File: src/hw/rtl/suks_pkg.sv
package suks_pkg;

   // search and update sequencer states
   typedef enum logic [2:0] {
      ST_IDLE,
      ST_READ,
      ST_PROBE,
      ST_SHIFT_RD,
      ST_SHIFT_WR,
      ST_PLACE,
      ST_RESULT
   } seq_state_type;

   localparam logic ACTION_LOOKUP = 1'b0;
   localparam logic ACTION_INSERT = 1'b1;

   localparam logic STATUS_OK   = 1'b0;
   localparam logic STATUS_FULL = 1'b1;

   // memory access request from sequencer to key memory
   typedef struct packed {
      logic rd_en;
      logic wr_en;
   } mem_ctl_type;

endpackage

File: src/hw/rtl/suks_key_mem.sv
module suks_key_mem #(
   parameter int DEPTH    = 64,
   parameter int KEY_BITS = 32,
   parameter int ADDR_BITS = 6
) (
   input  logic                    clock,
   input  suks_pkg::mem_ctl_type   ctl,
   input  logic [ADDR_BITS-1:0]    rd_addr,
   input  logic [ADDR_BITS-1:0]    wr_addr,
   input  logic [KEY_BITS-1:0]     wr_data,
   output logic [KEY_BITS-1:0]     rd_data
);
   import suks_pkg::*;

   logic [KEY_BITS-1:0] mem [DEPTH];
   logic [KEY_BITS-1:0] rd_data_ff;

   // one write port, one registered read port
   always_ff @(posedge clock) begin
      if (ctl.wr_en) begin
         mem[wr_addr] <= wr_data;
      end
      if (ctl.rd_en) begin
         rd_data_ff <= mem[rd_addr];
      end
   end

   assign rd_data = rd_data_ff;

endmodule

File: src/hw/rtl/sorted_unique_key_set.sv
// sorted set of distinct keys held in ascending order in one key memory
// req channel: tdata = {key[32], action[1]} from bit 0; one item at a time
// rsp channel: one item per request: found, position, added, status, count_after
// csr channel: one bit, 0 unsigned key order, 1 two's complement key order
// a request runs a binary search, each probe a memory read and then a
// compare, at most floor(log2(count))+1 probes; a hit goes straight to the
// result; a miss goes to the place state, and an insert below the top first
// moves each later key up one place, through a read state and a write state
// per key, and then writes the new key in the place state
// the result is valid in the cycle after the result state is entered, and
// after each taken result the block returns to idle to accept the next request
// reset empties the set (count to zero) and clears the order to unsigned;
// memory contents are not cleared, only entries below the count are read
// the result sits in an output register until taken; while rsp is stalled
// the block holds the result and takes no new request
module sorted_unique_key_set #(
   parameter int CAPACITY = 64,
   parameter int KEY_BITS = 32
) (
   input  logic        clock,
   input  logic        reset,
   input  logic        req_tvalid,
   output logic        req_tready,
   input  logic [39:0] req_tdata,   // action[0], key[32:1], zero fill
   output logic        rsp_tvalid,
   input  logic        rsp_tready,
   output logic [23:0] rsp_tdata,   // found[0], position[7:1], added[8],
                                    // status[9], count_after[16:10], zero fill
   input  logic        csr_valid,
   output logic        csr_ready,
   input  logic        csr_data
);
   import suks_pkg::*;

   localparam int ADDR_BITS = (CAPACITY > 1) ? $clog2(CAPACITY) : 1;
   localparam int CNT_BITS  = $clog2(CAPACITY + 1);
   localparam int IDX_BITS  = CNT_BITS + 1;

   seq_state_type state_ff, state_in;

   logic                order_ff;
   logic                action_ff;
   logic [KEY_BITS-1:0] key_ff;
   logic [CNT_BITS-1:0] count_ff, count_in;
   logic [IDX_BITS-1:0] low_ff, low_in, high_ff, high_in, mid_ff, mid_in;
   logic [CNT_BITS-1:0] pos_ff, pos_in, ptr_ff, ptr_in;
   logic                found_ff, found_in;
   logic                added_ff, added_in;
   logic                status_ff, status_in;
   logic [KEY_BITS-1:0] move_ff;

   mem_ctl_type         mctl;
   logic [ADDR_BITS-1:0] rd_addr, wr_addr;
   logic [KEY_BITS-1:0] wr_data, rd_data;
   logic [IDX_BITS-1:0] mid_calc;
   logic [KEY_BITS-1:0] probe_v, held_v, sign_mask;
   logic                eq, lt;
   logic                rsp_valid_ff;

   suks_key_mem #(
      .DEPTH(CAPACITY), .KEY_BITS(KEY_BITS), .ADDR_BITS(ADDR_BITS)
   ) u_mem (
      .clock(clock), .ctl(mctl), .rd_addr(rd_addr), .wr_addr(wr_addr),
      .wr_data(wr_data), .rd_data(rd_data)
   );

   assign req_tready = (state_ff == ST_IDLE);
   assign csr_ready  = 1'b1;
   assign rsp_tvalid = rsp_valid_ff;

   // order compare: flip sign bit for signed order
   assign sign_mask = {order_ff, {(KEY_BITS-1){1'b0}}};
   assign probe_v   = key_ff ^ sign_mask;
   assign held_v    = rd_data ^ sign_mask;
   assign eq        = (probe_v == held_v);
   assign lt        = (probe_v < held_v);
   assign mid_calc  = IDX_BITS'((low_ff + high_ff) >> 1);

   // next state
   always_comb begin
      state_in = state_ff;
      unique case (state_ff)
         ST_IDLE: begin
            if (req_tvalid) begin
               state_in = (count_ff == '0) ? ST_PLACE : ST_READ;
            end
         end
         ST_READ:  state_in = ST_PROBE;
         ST_PROBE: begin
            if (eq) begin
               state_in = ST_RESULT;
            end else if (lt ? (mid_ff == low_ff) : (mid_ff == high_ff)) begin
               state_in = ST_PLACE;
            end else begin
               state_in = ST_READ;
            end
         end
         ST_SHIFT_RD: state_in = ST_SHIFT_WR;
         ST_SHIFT_WR: begin
            state_in = ((ptr_ff - CNT_BITS'(1)) == pos_ff) ? ST_PLACE : ST_SHIFT_RD;
         end
         ST_PLACE: begin
            if (action_ff != ACTION_INSERT || count_ff == CNT_BITS'(CAPACITY)
                || ptr_ff == pos_ff || ptr_ff == '1) begin
               state_in = ST_RESULT;
            end else begin
               state_in = ST_SHIFT_RD;
            end
         end
         ST_RESULT: state_in = (rsp_valid_ff && rsp_tready) ? ST_IDLE : ST_RESULT;
         default: state_in = ST_IDLE;
      endcase
   end

   // datapath and memory control
   always_comb begin
      count_in     = count_ff;
      low_in       = low_ff;
      high_in      = high_ff;
      mid_in       = mid_ff;
      pos_in       = pos_ff;
      ptr_in       = ptr_ff;
      found_in     = found_ff;
      added_in     = added_ff;
      status_in    = status_ff;
      mctl         = '0;
      rd_addr      = mid_ff[ADDR_BITS-1:0];
      wr_addr      = ptr_ff[ADDR_BITS-1:0];
      wr_data      = move_ff;
      unique case (state_ff)
         ST_IDLE: begin
            low_in    = '0;
            high_in   = IDX_BITS'(count_ff) - IDX_BITS'(1);
            found_in  = 1'b0;
            added_in  = 1'b0;
            status_in = STATUS_OK;
            pos_in    = '0;
            ptr_in    = '1;
         end
         ST_READ: begin
            mid_in  = mid_calc;
            rd_addr = mid_calc[ADDR_BITS-1:0];
            mctl.rd_en = 1'b1;
         end
         ST_PROBE: begin
            if (eq) begin
               found_in = 1'b1;
               pos_in   = CNT_BITS'(mid_ff);
            end else if (lt) begin
               high_in      = mid_ff - IDX_BITS'(1);
               pos_in       = CNT_BITS'(mid_ff);
            end else begin
               low_in       = mid_ff + IDX_BITS'(1);
               pos_in       = CNT_BITS'(mid_ff + IDX_BITS'(1));
            end
            ptr_in = count_ff;
         end
         ST_SHIFT_RD: begin
            rd_addr    = ADDR_BITS'(ptr_ff - CNT_BITS'(1));
            mctl.rd_en = 1'b1;
         end
         ST_SHIFT_WR: begin
            wr_addr    = ptr_ff[ADDR_BITS-1:0];
            wr_data    = rd_data;
            mctl.wr_en = 1'b1;
            ptr_in     = ptr_ff - CNT_BITS'(1);
         end
         ST_PLACE: begin
            if (action_ff == ACTION_INSERT) begin
               if (count_ff == CNT_BITS'(CAPACITY)) begin
                  status_in = STATUS_FULL;
               end else if (ptr_ff == pos_ff || ptr_ff == '1) begin
                  wr_addr    = pos_ff[ADDR_BITS-1:0];
                  wr_data    = key_ff;
                  mctl.wr_en = 1'b1;
                  added_in   = 1'b1;
                  count_in   = count_ff + CNT_BITS'(1);
               end
            end
            if (ptr_ff == '1) begin
               ptr_in = pos_ff;
            end
         end
         ST_RESULT: ;
         default: ;
      endcase
   end

   // control registers
   always_ff @(posedge clock) begin
      if (reset) begin
         state_ff     <= ST_IDLE;
         count_ff     <= '0;
         order_ff     <= 1'b0;
         rsp_valid_ff <= 1'b0;
      end else begin
         state_ff <= state_in;
         count_ff <= count_in;
         if (csr_valid && csr_ready) begin
            order_ff <= csr_data;
         end
         if (state_ff == ST_RESULT && !rsp_valid_ff) begin
            rsp_valid_ff <= 1'b1;
         end else if (rsp_valid_ff && rsp_tready) begin
            rsp_valid_ff <= 1'b0;
         end
      end
   end

   // payload registers
   always_ff @(posedge clock) begin
      if (req_tvalid && req_tready) begin
         action_ff <= req_tdata[0];
         key_ff    <= req_tdata[KEY_BITS:1];
      end
      low_ff       <= low_in;
      high_ff      <= high_in;
      mid_ff       <= mid_in;
      pos_ff       <= pos_in;
      ptr_ff       <= ptr_in;
      found_ff     <= found_in;
      added_ff     <= added_in;
      status_ff    <= status_in;
      move_ff      <= rd_data;
   end

   assign rsp_tdata = {7'b0, 7'(count_ff), status_ff, added_ff, 7'(pos_ff), found_ff};

   // result item held steady while the receiver stalls
   assert property (@(posedge clock) disable iff (reset)
      (rsp_tvalid && !rsp_tready) |=> (rsp_tvalid && $stable(rsp_tdata)));

   // no request taken while a result waits
   assert property (@(posedge clock) disable iff (reset) !(req_tready && rsp_tvalid));

   // entry count never passes the capacity
   assert property (@(posedge clock) disable iff (reset) count_ff <= CNT_BITS'(CAPACITY));

   // a result is offered only from the result state
   assert property (@(posedge clock) disable iff (reset)
      rsp_tvalid |-> (state_ff == ST_RESULT));

endmodule
File: config.mk
export PLATFORM = sky130hd
export DESIGN_NAME = sorted_unique_key_set
export DESIGN_NICKNAME = d
export VERILOG_FILES = /design/src/hw/rtl/suks_pkg.sv /design/src/hw/rtl/suks_key_mem.sv /design/src/hw/rtl/sorted_unique_key_set.sv
export SDC_FILE = /design/constraint.sdc
export NUM_CORES = 2
export LEC_CHECK = 0
export BUFFER_PORTS_ARGS = -buffer_cell sky130_fd_sc_hd__buf_2
export CAP_MARGIN = 40
export CORE_ASPECT_RATIO = 2
export CORE_MARGIN = 10
export CORE_UTILIZATION = 57
export CTS_CLUSTER_DIAMETER = 80
export DETAILED_ROUTE_END_ITERATION = 7
export PLACE_DENSITY = 0.76
export SYNTH_ARGS = -nofsm -noshare
export SYNTH_HDL_FRONTEND = slang
export SYNTH_SLANG_ARGS = --single-unit
File: constraint.sdc
create_clock -name clock -period 3.6 [get_ports clock]
set_input_delay 0.18 -clock clock [delete_from_list [all_inputs] [get_ports clock]]
set_output_delay 0.18 -clock clock [all_outputs]
set_load 0.01 [all_outputs]
==> impl_metrics.toml <==
[outcome]
outcome = "finished, final reports clean"

[synthesis]
synth_top_area_cell = "edfxtp_1"
netlist_instances = 7043
synthArstFlopShare_pct = 0
synth_compound_gate_area_share_pct = 5.79
synth-simple-area-share_pct = 16.5
synth_top_area_share_pct = 72.9
synth_area_mm2 = 0.0887
ys_ff_latch = 2197
synth_edf_count = 2153
synth_area_leaders = "edfxtp_1, nand2_1, nand3_1"
synth.mux.area_fraction_pct = 0.154
synth_xor_area_share_pct = 0.484
synth_top_family_by_area = "simple AND/OR/NAND/NOR gates"
synth_fa_ha_area_share_pct = 0.629
synth_flop_cell = "edfxtp_1"
synth_warnings = 0
ys_seq_area_share_pct = 73.9
avgSynthCellArea_um2 = 12.6
ys_types = 63

[die]
core_region_area_mm2 = 0.155
die_h_um = 578
start_util_pct = 57.4
ios = 73
rows = 204
die_w_um = 299
dieArea_mm2 = 0.173

[critical_path]
slowest_stage = "fa_2"
crit_fanout = 35
cp.buffers_inverters = 4
worstPathArrival_ns = 4.15
crit_path_frequent_cell = "buf_4"
worstPathRequired_ns = 4.16
end_kind = "flop"
critPathKind = "reg2reg"
cp_slowest_stage_delay_ns = 0.61
cp_top_family = "buffers and inverters"
startpoint_type = "flop"
cp_cell_sequence = "nand2_2 -> fa_2 -> mux2i_4 -> mux2_8 -> buf_12 -> buf_4 -> buf_4 -> buf_4 -> nand2_1 -> nand3_1 -> nand3_1 -> nand4_1 -> a31oi_4 -> nor3_1"

[routing]
drcViolationCount = 0
post_drt_via_cell_ratio = 6.49
route.met2.wl_mm = 131
wl_per_cell_um = 27.8
drtAntennaViolNets = 0
topRoutingLayerUsed = "met5"
routed_wl_mm = 268
drt_pass1_iterations = 7
met3_length_mm = 29.3
vias = 62594
wl_met1_mm = 84.0
drt_iter0_markers = 8414

[clock_tree]
clk_latency_ns = 0.84
ctsHtreeMaxLevel = 4
cts_tree = "built"
clk_pin_slew_ns = 0.07
cts-root-buf = "clkbuf_16"
clockBufferDepth = 4
cts.sinks = 2197
cts_buffers = 182

[global_route]
antenna_found_initial = 9
grtUsageTotal_pct = 30.0
first_global_vias = 62415
grt_pass1_wl_mm = 388
grt_max_degree = 85
overflow = 0

[sta]
worst_slew_pin_slew_ns = 0.996
fin_hold_ws_ns = 0.0713
finClkSkew_ns = 0.0754
tns_ns = 0
min_period_ns = 3.59
rsz0062_at_grt = "yes"
final-hold-violation-count = 0
final.period_utilization_pct = 99.7
fmax_mhz = 279
finalSetupViolations = 0
finalMaxSlewViolations = 0
maxSlewHeadroom_pct = 33.0

[place]
place.gp.congestion = 0.933
dp_hpwl_mm = 160
io_buffers = 57

[final_layout]
fillers = 10135
drive_gt1_share_pct = 14.4
fin_nets = 7538
fin_util_pct = 67.2
areaGrowthSynthToFinish_pct = 17.2

[job]
maxCapViolCount = 0

[hold_path]
hold_class = "in2reg"
==> layer usage <==
metal	vias up	track usage (%)
met1	30390	34.1
met2	4554	50.3
met5	-	0
met4	4	24.1
li1	26503	-
met3	1143	4.61
==> cells by family (layout without fill, tap and decap cells) <==
kind of cell	count (synthesis)	count (layout)
adders and majority gates	44	44
DFF	2197	2197
other	2	10
xor gates and xnor gates	49	49
and+or+nand+nor	3431	3431
muxes	13	13
buffers and inverters	543	1075
AOI/OAI and AO/OA	764	764
==> area by class of cell <==
class                      instances  area, µm²  area share, %
multi-input combinational       4309      22000           21.2
antenna                            2       5.00        0.00481
tap                             2060       2580           2.48
timing repair buffer             702       7960           7.66
clock inverter                   100        937          0.901
inverter                          56        213          0.205
clock buffer                     217       4720           4.53
sequential                      2197      65500           63.0
==> cells in the mapped netlist, types with 18 or more instances <==
master     number
o2111ai_1      33
edfxtp_1     2153
a311oi_1      128
xor2_1         19
o22ai_1        36
inv_1          53
a21oi_1       225
buf_4          18
nand2_1      2157
a22oi_1        38
a31oi_1        98
dfxtp_1        44
nor3_1         74
xnor2_1        30
o21ai_0        81
nor2_1        141
nand4_1        46
buf_2          95
and3_1        135
or4_1          35
a21o_1         19
ha_1           43
buf_1          62
clkbuf_1      308
a32oi_1        65
nand3_1       811
==> through the flow <==
| step | setup WS (ns) | std cells | area, µm² |
|---|---|---|---|
| finish | 0.00964 | 9643 | 104000 |
| global placement | -0.426 | 9258 | 97000 |
| CTS | -0.00503 | 9621 | 103000 |
| floorplan | -0.294 | 7049 | 88800 |
| global route | -0.0781 | 9642 | 104000 |
| detailed placement | -0.398 | 9259 | 97000 |
==> state kept, by name, summed over array words and instances (netlist names), 7 cells and up <==
signal	flops
low_ff	8
u_mem.rd_data	32
high_ff	8
ptr_ff	7
count_ff	7
move_ff	32
key_ff	32
pos_ff	7
mid_ff	7
u_mem.mem	2048
==> layout by cell type (no fill, tap or decap), drive strengths merged, types with 44 or more instances in the layout <==
cell	netlist	routed
nand2	2157	2157
edfxtp	2153	2153
nand3	811	811
buf	179	656
a21oi	225	225
clkbuf	308	224
nor2	141	141
and3	135	135
a311oi	128	128
a31oi	98	98
o21ai	81	81
nor3	74	74
clkinv	2	70
a32oi	65	65
inv	54	59
nand4	46	46
dfxtp	44	44
==> path summary, 6_finish.rpt <==
path                     startpoint           endpoint  slack [ns]  cells past startpoint
setup / recovery         high_ff[0]  u_mem.rd_data[23]        0.01                     14
hold / removal        req_tdata[27]         key_ff[26]        0.07                      2
setup reg to reg         high_ff[0]  u_mem.rd_data[23]        0.01                     14
hold reg to reg   u_mem.rd_data[13]        move_ff[13]        0.40                      0
==> what timing repair did <==
action / CTS / global route
setup buffers: 7 / 15
hold buffers: 39 / 0
pin swaps: 5 / 17
gates cloned: 0 / 7
hold endpoints to repair: 44 / 0
resized for setup: 29 / 68
setup endpoints to repair: 94 / 599
Power is not shown: default switching activity piles up to over one toggle a cycle in this logic, so the estimate is an artifact.
